$ cat src/hdl/assert_macros.svh
// assertion macros used by the plt packet indexer core rtl
`ifndef ASSERT_MACROS_SVH
`define ASSERT_MACROS_SVH

// property must hold at every rising clock edge outside reset
`define PLTIDX_ASSERT(label, clk, rst, prop, msg) \
   label: assert property (@(posedge clk) disable iff (rst) prop) \
      else $error(msg);

// boolean condition must never be seen outside reset
`define PLTIDX_NEVER(label, clk, rst, cond, msg) \
   label: assert property (@(posedge clk) disable iff (rst) !(cond)) \
      else $error(msg);

`endif

$ cat src/hdl/pltidx_pkg.sv
// types, codes and constants of the plt packet indexer
package pltidx_pkg;

   localparam int unsigned ADDR_W  = 64;
   localparam int unsigned COUNT_W = 32;
   localparam int unsigned GC_W    = 4;
   localparam int unsigned CODE_W  = 4;

   localparam logic [GC_W-1:0]    MAX_GROUPS = 4'd10;
   localparam logic [COUNT_W-1:0] TOTAL_PACKETS_RESET = 32'd1;

   // request opcodes
   localparam logic OP_BEGIN    = 1'b0;
   localparam logic OP_PLT_BYTE = 1'b1;

   // result kinds
   localparam logic KIND_PACKET = 1'b0;
   localparam logic KIND_ERROR  = 1'b1;

   // error codes
   localparam logic [CODE_W-1:0] ERR_MID_VALUE      = 4'd0;
   localparam logic [CODE_W-1:0] ERR_TOO_MANY_BYTES = 4'd1;
   localparam logic [CODE_W-1:0] ERR_OVERFLOW       = 4'd2;
   localparam logic [CODE_W-1:0] ERR_ZERO_LENGTH    = 4'd3;
   localparam logic [CODE_W-1:0] ERR_EXCEEDS_DATA   = 4'd4;
   localparam logic [CODE_W-1:0] ERR_ENDS_DISAGREE  = 4'd5;
   localparam logic [CODE_W-1:0] ERR_FINAL_LEAVES   = 4'd6;
   localparam logic [CODE_W-1:0] ERR_NONZERO_PAD    = 4'd7;
   localparam logic [CODE_W-1:0] ERR_DATA_AFTER_FIN = 4'd8;
   localparam logic [CODE_W-1:0] ERR_NO_TILE        = 4'd9;

   // running decoder state; room is the byte count left in the tile-part data
   typedef struct packed {
      logic [ADDR_W-1:0]  length_accum;
      logic [GC_W-1:0]    group_count;
      logic [ADDR_W-1:0]  pkt_cursor;
      logic [ADDR_W-1:0]  data_room;
      logic [COUNT_W-1:0] packets_found;
      logic               tile_open;
      logic               final_seen;
      logic               halted;
   } state_type;

   typedef struct packed {
      logic               kind;
      logic [CODE_W-1:0]  error_code;
      logic [COUNT_W-1:0] packet_number;
      logic [ADDR_W-1:0]  packet_offset;
      logic [ADDR_W-1:0]  packet_length;
      logic               index_complete;
   } result_type;

endpackage

$ cat src/hdl/pltidx_step.sv
// one-request decode step: next state and optional result
module pltidx_step (
   input  pltidx_pkg::state_type  cur,
   input  logic [31:0]            total_packets,
   input  logic                   opcode,
   input  logic [7:0]             plt_byte,
   input  logic                   marker_end,
   input  logic                   tile_plt_end,
   input  logic [63:0]            data_start,
   input  logic [63:0]            data_length,
   output pltidx_pkg::state_type  nxt,
   output logic                   emit,
   output pltidx_pkg::result_type res
);
   import pltidx_pkg::*;

   logic [ADDR_W-1:0]  acc_new;
   logic               plt_closed;
   logic               data_done;
   logic               is_final;
   logic               err;
   logic [CODE_W-1:0]  err_code;

   assign acc_new    = {cur.length_accum[ADDR_W-8:0], plt_byte[6:0]};
   assign plt_closed = marker_end && tile_plt_end;
   assign data_done  = (acc_new == cur.data_room);
   assign is_final   = ((cur.packets_found + 32'd1) == total_packets);

   always_comb begin
      nxt      = cur;
      emit     = 1'b0;
      res      = '0;
      err      = 1'b0;
      err_code = ERR_MID_VALUE;
      if (!cur.halted) begin
         case (opcode)
            OP_BEGIN: begin
               if (cur.tile_open) begin
                  err      = 1'b1;
                  err_code = ERR_ENDS_DISAGREE;
               end else if (cur.final_seen && (data_length != '0)) begin
                  err      = 1'b1;
                  err_code = ERR_DATA_AFTER_FIN;
               end else begin
                  nxt.pkt_cursor   = data_start;
                  nxt.data_room    = data_length;
                  nxt.length_accum = '0;
                  nxt.group_count  = '0;
                  nxt.tile_open    = 1'b1;
               end
            end
            OP_PLT_BYTE: begin
               if (!cur.tile_open) begin
                  err      = 1'b1;
                  err_code = ERR_NO_TILE;
               end else if (cur.group_count >= MAX_GROUPS) begin
                  err      = 1'b1;
                  err_code = ERR_TOO_MANY_BYTES;
               end else if (|cur.length_accum[ADDR_W-1:ADDR_W-7]) begin
                  err      = 1'b1;
                  err_code = ERR_OVERFLOW;
               end else if (plt_byte[7]) begin
                  // continuation byte
                  if (marker_end) begin
                     err      = 1'b1;
                     err_code = ERR_MID_VALUE;
                  end else begin
                     nxt.length_accum = acc_new;
                     nxt.group_count  = cur.group_count + 4'd1;
                  end
               end else begin
                  nxt.length_accum = '0;
                  nxt.group_count  = '0;
                  if (cur.final_seen) begin
                     // padding entries after the final packet
                     if (acc_new != '0) begin
                        err      = 1'b1;
                        err_code = ERR_NONZERO_PAD;
                     end else if (plt_closed) begin
                        nxt.tile_open = 1'b0;
                     end
                  end else if (acc_new == '0) begin
                     err      = 1'b1;
                     err_code = ERR_ZERO_LENGTH;
                  end else if (acc_new > cur.data_room) begin
                     err      = 1'b1;
                     err_code = ERR_EXCEEDS_DATA;
                  end else if (is_final && !data_done) begin
                     err      = 1'b1;
                     err_code = ERR_FINAL_LEAVES;
                  end else if (!is_final && (plt_closed != data_done)) begin
                     err      = 1'b1;
                     err_code = ERR_ENDS_DISAGREE;
                  end else begin
                     emit               = 1'b1;
                     res.kind           = KIND_PACKET;
                     res.packet_number  = cur.packets_found;
                     res.packet_offset  = cur.pkt_cursor;
                     res.packet_length  = acc_new;
                     res.index_complete = is_final;
                     nxt.pkt_cursor     = cur.pkt_cursor + acc_new;
                     nxt.data_room      = cur.data_room - acc_new;
                     nxt.packets_found  = cur.packets_found + 32'd1;
                     if (is_final) begin
                        nxt.final_seen = 1'b1;
                        if (plt_closed) begin
                           nxt.tile_open = 1'b0;
                        end
                     end else if (data_done) begin
                        nxt.tile_open = 1'b0;
                     end
                  end
               end
            end
            default: begin
               nxt = cur;
            end
         endcase
         if (err) begin
            emit           = 1'b1;
            res            = '0;
            res.kind       = KIND_ERROR;
            res.error_code = err_code;
            nxt.halted     = 1'b1;
         end
      end
   end

endmodule

$ cat src/hdl/plt_packet_indexer_core.sv
// top level of the plt packet indexer: request register, decode step, result register
//
//   channel   direction  handshake            payload
//   req_      in         req_valid/req_ready  opcode, plt byte, marker flags, data window
//   rsp_      out        rsp_valid/rsp_ready  kind, error code, packet number/offset/length
//   csr_      in         csr_wr_en            total packet count, no read-back
//
// one request per cycle unless rsp_ stalls; results go through the result register
// the request register feeds one decode step that updates state and the result register
// the request register advances whenever the result register is empty or being drained;
// a result held on rsp_ stalls the step, and intake stops once the request register is full
// synchronous active-high reset clears decoder state; total_packets returns to 1
`include "assert_macros.svh"

module plt_packet_indexer_core (
   input  logic        clock,
   input  logic        reset,
   input  logic        req_valid,
   output logic        req_ready,
   input  logic        req_opcode,
   input  logic [7:0]  req_plt_byte,
   input  logic        req_marker_end,
   input  logic        req_tile_plt_end,
   input  logic [63:0] req_data_start,
   input  logic [63:0] req_data_length,
   output logic        rsp_valid,
   input  logic        rsp_ready,
   output logic        rsp_kind,
   output logic [3:0]  rsp_error_code,
   output logic [31:0] rsp_packet_number,
   output logic [63:0] rsp_packet_offset,
   output logic [63:0] rsp_packet_length,
   output logic        rsp_index_complete,
   input  logic        csr_wr_en,
   input  logic [31:0] csr_wr_data
);
   import pltidx_pkg::*;

   // configuration
   logic [COUNT_W-1:0] total_packets_ff;

   // request register
   logic              s1_valid_ff;
   logic              s1_opcode_ff;
   logic [7:0]        s1_plt_byte_ff;
   logic              s1_marker_end_ff;
   logic              s1_tile_plt_end_ff;
   logic [ADDR_W-1:0] s1_data_start_ff;
   logic [ADDR_W-1:0] s1_data_length_ff;

   // decoder state and result register
   state_type  st_ff;
   state_type  st_in;
   logic       step_emit;
   result_type step_res;
   logic       rsp_valid_ff;
   logic       rsp_valid_in;
   result_type rsp_ff;

   logic s1_advance;
   logic req_take;

   // the decode step runs when the result register can take its output
   assign s1_advance = s1_valid_ff && (!rsp_valid_ff || rsp_ready);
   assign req_ready  = !s1_valid_ff || s1_advance;
   assign req_take   = req_valid && req_ready;

   pltidx_step u_step (
      .cur           (st_ff),
      .total_packets (total_packets_ff),
      .opcode        (s1_opcode_ff),
      .plt_byte      (s1_plt_byte_ff),
      .marker_end    (s1_marker_end_ff),
      .tile_plt_end  (s1_tile_plt_end_ff),
      .data_start    (s1_data_start_ff),
      .data_length   (s1_data_length_ff),
      .nxt           (st_in),
      .emit          (step_emit),
      .res           (step_res)
   );

   // result valid: load on a step with output, drop when taken
   always_comb begin
      rsp_valid_in = rsp_valid_ff && !rsp_ready;
      if (s1_advance && step_emit) begin
         rsp_valid_in = 1'b1;
      end
   end

   // control registers
   always_ff @(posedge clock) begin
      if (reset) begin
         total_packets_ff <= TOTAL_PACKETS_RESET;
         s1_valid_ff      <= 1'b0;
         rsp_valid_ff     <= 1'b0;
         st_ff            <= '0;
      end else begin
         if (csr_wr_en) begin
            total_packets_ff <= csr_wr_data;
         end
         if (req_take) begin
            s1_valid_ff <= 1'b1;
         end else if (s1_advance) begin
            s1_valid_ff <= 1'b0;
         end
         if (s1_advance) begin
            st_ff <= st_in;
         end
         rsp_valid_ff <= rsp_valid_in;
      end
   end

   // payload registers
   always_ff @(posedge clock) begin
      if (req_take) begin
         s1_opcode_ff       <= req_opcode;
         s1_plt_byte_ff     <= req_plt_byte;
         s1_marker_end_ff   <= req_marker_end;
         s1_tile_plt_end_ff <= req_tile_plt_end;
         s1_data_start_ff   <= req_data_start;
         s1_data_length_ff  <= req_data_length;
      end
      if (s1_advance && step_emit) begin
         rsp_ff <= step_res;
      end
   end

   assign rsp_valid          = rsp_valid_ff;
   assign rsp_kind           = rsp_ff.kind;
   assign rsp_error_code     = rsp_ff.error_code;
   assign rsp_packet_number  = rsp_ff.packet_number;
   assign rsp_packet_offset  = rsp_ff.packet_offset;
   assign rsp_packet_length  = rsp_ff.packet_length;
   assign rsp_index_complete = rsp_ff.index_complete;

   // an error result on the port means the decoder has stopped
   `PLTIDX_ASSERT(a_err_halts, clock, reset,
      (rsp_valid_ff && (rsp_ff.kind == KIND_ERROR)) |-> st_ff.halted, "error without halt")

   // once stopped, a drained result register stays empty
   `PLTIDX_ASSERT(a_halt_silent, clock, reset,
      (st_ff.halted && (!rsp_valid_ff || rsp_ready)) |=> !rsp_valid_ff, "result after halt")

   // group counter never passes the ten-byte limit
   `PLTIDX_NEVER(a_group_limit, clock, reset,
      st_ff.group_count > MAX_GROUPS, "group count over limit")

   // final packet flag only clears through reset
   `PLTIDX_ASSERT(a_final_sticky, clock, reset,
      !$past(reset) |-> !$fell(st_ff.final_seen), "final flag cleared")

endmodule

$ cat config.mk
export PLATFORM = sky130hd
export DESIGN_NAME = plt_packet_indexer_core
export DESIGN_NICKNAME = d
export VERILOG_FILES = /design/src/hdl/pltidx_pkg.sv /design/src/hdl/pltidx_step.sv /design/src/hdl/plt_packet_indexer_core.sv
export VERILOG_INCLUDE_DIRS = /design/src /design/src/hdl
export SDC_FILE = /design/constraint.sdc
export NUM_CORES = 1
export LEC_CHECK = 0
export BUFFER_PORTS_ARGS = -buffer_cell sky130_fd_sc_hd__buf_2
export CAP_MARGIN = 25
export CORE_ASPECT_RATIO = 1.4
export CORE_MARGIN = 5
export CORE_UTILIZATION = 55
export DETAILED_ROUTE_END_ITERATION = 7
export GPL_ROUTABILITY_DRIVEN = 0
export GPL_TIMING_DRIVEN = 0
export PLACE_DENSITY = 0.86
export SYNTH_ARGS = -nofsm -noshare
export SYNTH_HDL_FRONTEND = slang
export SYNTH_SLANG_ARGS = --single-unit
$ cat constraint.sdc
create_clock -name clock -period 6 [get_ports clock]
set_input_delay 1.2 -clock clock [delete_from_list [all_inputs] [get_ports clock]]
set_output_delay 1.2 -clock clock [all_outputs]
set_load 0.03 [all_outputs]
[After elaboration in Yosys (flattened, before gate mapping)]
Index checks and enable logic that the tools add are counted.
Word-level totals
  bits in registers: 570
  input port bits: 176
  output and inout bits: 168
Cells by class
  add/subtract/negate cells: 4
  order comparisons: 2
  equality and inequality tests: 15
  mux-type cells: 80
  bitwise gates (word level): 12
  reductions and logical operators: 27
Operator list (count)
  $mux 161: 10
  $mux 162: 5
  $mux 230: 3
  $mux 196: 2
  $pmux 196 s2: 1
  $mux 166: 1
  $mux 160: 1
  $mux 68: 2
  $reduce_bool 64->1: 2
  $add 64x64->64: 1
  $eq 64x64->1: 1
  $gt 64x64->1: 1
  $logic_not 64->1: 1
  $sub 64x64->64: 1
  $mux 1: 40
  $mux 4: 10
  $add 32x1->32 const B: 1
  $eq 32x32->1: 1
  $ne 2x2->1 const B: 10
  $reduce_or 18->1: 1
  $reduce_and 13->1: 1
  $not 1->1: 12
  $reduce_and 12->1: 1
  $logic_and 1x1->1: 8
  other kinds (16): 23

[Depth between registers and ports, before layout]
  depth after elaboration: 19
  depth in mapped cells: 18
  depth with buffers taken out: 15

[Cells and area by module]
A second synthesis with hierarchy kept.
Unflattened totals
  cell total of the unflattened synthesis: 3870
  area total of the unflattened synthesis: 36267.3 um^2
By module, submodules not included
  plt_packet_indexer_core: instances 1, cells each 1422, area each 20673.6 um^2, sequential area each 14463.9 um^2
  pltidx_step: instances 1, cells each 2448, area each 15593.7 um^2, sequential area each 0.0 um^2

[Worst setup path before layout]
OpenSTA, ideal clock, no wires.
  kind: input -> register
  from: in rsp_ready
  to: reg rsp_ff (netlist bit rsp_error_code[0]), enable pin
  arrival: 4969 ps
  path slack: 513 ps
  stages on the path: 4
  buffers on the path: 0
  path through: nand2b_1 > nand2_1 > or3_1 > inv_1
Between the ends
  longest elaborated chain between the ends: 3
RTL lines
  start, declared: RTL line plt_packet_indexer_core.sv:27  | input logic rsp_ready,
  $logic_or 1x1->1: RTL line plt_packet_indexer_core.sv:64  | assign s1_advance = s1_valid_ff && (!rsp_valid_ff || rsp_ready);
  $logic_and 1x1->1: RTL line plt_packet_indexer_core.sv:64
  $logic_and 1x1->1: RTL line plt_packet_indexer_core.sv:123  | if (s1_advance && step_emit) begin
  end signal, assigned: RTL line plt_packet_indexer_core.sv:124  | rsp_ff <= step_res;
  end, declared: RTL line plt_packet_indexer_core.sv:58  | result_type rsp_ff;
No other way between the ends.
A chain may end at the register's enable or synchronous reset.

[Worst setup path after layout]
  from: reg s1_plt_byte_ff[2]
  to: reg st_ff[40] (netlist bit)
Between the ends
  longest elaborated chain between the ends: 11
RTL lines
  start, declared: RTL line plt_packet_indexer_core.sv:45  | logic [7:0] s1_plt_byte_ff;
  start signal, assigned: RTL line plt_packet_indexer_core.sv:117  | s1_plt_byte_ff <= req_plt_byte;
  $sub 64x64->64: RTL line pltidx_step.sv:102  | nxt.data_room = cur.data_room - acc_new;
  $mux 162: RTL line pltidx_step.sv:91  | end else if (!is_final && (plt_closed != data_done)) begin
  $mux 162: RTL line pltidx_step.sv:88  | end else if (is_final && !data_done) begin
  $mux 162: RTL line pltidx_step.sv:85  | end else if (acc_new > cur.data_room) begin
  $mux 162: RTL line pltidx_step.sv:82  | end else if (acc_new == '0) begin
  $mux 160: RTL line pltidx_step.sv:74  | if (cur.final_seen) begin
  $mux 162: RTL line pltidx_step.sv:62  | end else if (plt_byte[7]) begin
  $mux 230: RTL line pltidx_step.sv:59  | end else if (|cur.length_accum[ADDR_W-1:ADDR_W-7]) begin
  $mux 230: RTL line pltidx_step.sv:56  | end else if (cur.group_count >= MAX_GROUPS) begin
  $mux 230: RTL line pltidx_step.sv:53  | if (!cur.tile_open) begin
  $pmux 196 s2: RTL line pltidx_step.sv:36  | case (opcode)
  end signal, assigned: RTL line plt_packet_indexer_core.sv:107  | st_ff <= st_in;
  end, declared: RTL line plt_packet_indexer_core.sv:52  | state_type st_ff;
Parallel ways exist; a longest one is shown, timed or not. The select of a mux whose other input is x is not followed.

==> flow_metrics.env <==
export IMPL_status="complete, no violations"
export IMPL_final_nets=3810
export IMPL_overflow=0
export IMPL_cts_tree="built"
export IMPL_critPathRequiredTime_ps=6490
export IMPL_clk_pin_slew_worst_paths_ps=60
export IMPL_ys_ff_latch=570
export IMPL_synth_main_ff_cell="edfxtp_1"
export IMPL_post_cts_setup_buffers=0
export IMPL_yosys_warnings=0
export IMPL_grt_pass1_wl_mm=146
export IMPL_synth_avg_cell_area_sq_um=9.87
export IMPL_initialDrtViolationCount=2707
export IMPL_path_delay_family="compound AO/OA/AOI/OAI gates"
export IMPL_critPathMaxFanout=10
export IMPL_pre_cts_slack_ps=460
export IMPL_crit_start="s1_plt_byte_ff[2]"
export IMPL_drv_cap=0
export IMPL_critPathKind="reg -> reg"
export IMPL_die_area_sq_mm=0.0605
export IMPL_arrival_ps=6380
export IMPL_antenna_found_initial=2
export IMPL_cts_buffers=55
export IMPL_synth_commonest_cells="edfxtp_1 (305), nor2_1 (275), dfxtp_1 (265), nand2_1 (262), a21oi_1 (244)"
export IMPL_grt_pass1_vias=25700
export IMPL_synth_edf_count=305
export IMPL_drcViolationCount=0
export IMPL_synth_cell_types=86
export IMPL_ant_nets=0
export IMPL_floorplan_initialDensity_pct=55.3
export IMPL_setup_viol_count_final=0
export IMPL_seq_area_frac_synth_pct=47.3
export IMPL_layout_setup_ws_ps=108
export IMPL_ctsRootBufferMaster="clkbuf_16"
export IMPL_max_freq_mhz=170
export IMPL_clock_path_buffers=3
export IMPL_worstSetupStartpointType="flip-flop"
export IMPL_tightest_slew_ps=1090
export IMPL_grtUsageTotal_pct=30.8
export IMPL_synthCells=3098
export IMPL_yosys_area_top_type="edfxtp_1"
export IMPL_slowest_delay_ps=830
export IMPL_drive_gt1_share_pct=17.6
export IMPL_cp_cell_sequence="inv_1, ha_1, nor2b_1, o31a_1, o311ai_0, o21ai_0, nor2b_1, a211oi_1, o21a_1, nor2_1, inv_1, nor3_1, buf_2, clkbuf_1, a221oi_1, nor3_2"
export IMPL_avgRoutedWirePerCell_um=22.8
export IMPL_max_slew_margin_pct=26.7
export IMPL_syn_to_final_growth_pct=15.1
export IMPL_fp_dieH_um=289
export IMPL_clk_latency_ps=680
export IMPL_cts_hold_buf=0
export IMPL_maxSlewViolCount=0
export IMPL_critPathBufInv=4
export IMPL_synth_area_leaders="edfxtp_1 (30%), dfxtp_1 (17%), ha_1 (5.3%)"
export IMPL_r2r_start="s1_plt_byte_ff[2]"
export IMPL_worstRegToRegCells=16
export IMPL_grt_max_degree=130
export IMPL_reg2reg_slack_ps=110
export IMPL_hold_path_startpoint="st_ff[225]"
export IMPL_power_density_mw_per_mm2=280
export IMPL_ir_drop_mv=0.263
export IMPL_cpMaxStageDelayCell="a211oi_1"
export IMPL_rows=102
export IMPL_min_path_type="reg -> reg"
export IMPL_fin_skew_ps=54.7
export IMPL_ctsResizeCount=0
export IMPL_synth_top_area_share_pct=30.0
export IMPL_rsz0062_at_grt="false"
export IMPL_synth_nets=3406
export IMPL_synthArstFlopShare_pct=0
export IMPL_core_area_sq_mm=0.0553
export IMPL_routed_via_density=6.26
export IMPL_num_vias=26800
export IMPL_syn_area_sq_mm=0.0306
export IMPL_hold_violations=0
export IMPL_r2r_end="st_ff[40]"
export IMPL_end_kind="flip-flop"
export IMPL_dpl_hpwl_mm=72.5
export IMPL_fillers=4349
export IMPL_num_io_pins=344
export IMPL_period_minus_slack_ps=5890
export IMPL_synth_most_common_cell="edfxtp_1"
export IMPL_period_share_pct=98.2
export IMPL_cts_sinks=570
export IMPL_die_w_um=209
export IMPL_leakage_uw=0.0138
export IMPL_h_tree_depth=2
export IMPL_post_route_util_pct=63.7
export IMPL_finalWirelength_mm=97.7
export IMPL_port_buffers=341
export IMPL_hold_path_depth=2
export IMPL_drtPass1Iterations=6
export IMPL_hold_path_end="st_ff[225]"
[power breakdown]
part           internal (uW)  total, uW  leakage (uW)  switching [uW]
clock                   1940       3570      0.000878            1630
sequential              4290       4430       0.00502             140
combinational            684       1840       0.00787            1160
total                   6920       9840        0.0138            2930
[how the worst max path moves through the flow]
stage,end,slack (ps),cells past startpoint
CTS,st_ff[41],390,16
detailed placement,st_ff[41],460,16
global placement,rsp_packet_offset[14],-1150,5
finish,st_ff[40],110,16
floorplan,rsp_error_code[0],510,4
global route,st_ff[41],10,16
[flip-flops by register name, summed over array words and instances (netlist names), 4 cells and up]
register,count
st_ff,231
rsp_packet_length,64
rsp_packet_offset,64
s1_data_length_ff,64
s1_data_start_ff,64
rsp_packet_number,32
total_packets_ff,32
s1_plt_byte_ff,8
rsp_error_code,4
[cell usage in the layout (no fill, tap or decap), types with 104 or more instances in the layout]
cell and count:
a21oi_1 244, nand2_1 262, edfxtp_1 305, xnor2_1 118, inv_1 114, dfxtp_1 265
nor2_1 275, ha_1 130, o21ai_0 104, buf_2 359, and2_1 171, clkbuf_1 143
[stage by stage]
step | setup TNS [ps] | area, sq um | instances | hold slack (ps) | power, uW
floorplan | 0 | 30600 | 3098 | 436 | 5790
CTS | 0 | 35200 | 4276 | 458 | 9820
global route | 0 | 35200 | 4277 | 477 | 10200
finish | 0 | 35200 | 4279 | 456 | 9840
global placement | -374390 | 33200 | 4167 | 444 | 6270
detailed placement | 0 | 33300 | 4173 | 449 | 6290
[cells by family (layout without fill, tap and decap cells)]
kind of cell,count (synthesis),count (layout),share of synthesized area [%]
AOI/OAI and AO/OA,723,723,16.4
and+or+nand+nor,1160,1160,20.3
muxes,43,43,1.42
adders and majority gates,132,132,5.45
buffers and inverters,300,750,4.16
other,0,3,0
DFF,570,570,47.3
xor gates and xnor gates,170,170,4.92
[tightest hold or removal path: cells and delay by family, from the launching register on]
family             cells  cell delay, ps
AOI/OAI and AO/OA      1              50
DFF                    1             310
and+or+nand+nor        1              50
[cell type report]
class	instances	area [sq um]	area share [%]
clock inverters	39	420	1.19
plain buffers	184	836	2.37
inverters	116	443	1.26
repair buffers	347	1820	5.17
diodes	3	7.51	0.0213
clock buffers	64	1450	4.12
well taps	728	911	2.59
multi-input cells	2228	14800	42.2
flip-flops and latches	570	14500	41.1
[routing by layer]
layer	global-route usage [%]	vias up	wire [um]
met5	0	-	0
met4	20.6	0	8240
met3	5.68	486	9050
met2	52.9	1602	46800
met1	35.1	12500	33600
li1	-	12100	-
Power figures use the tool's default switching activity.
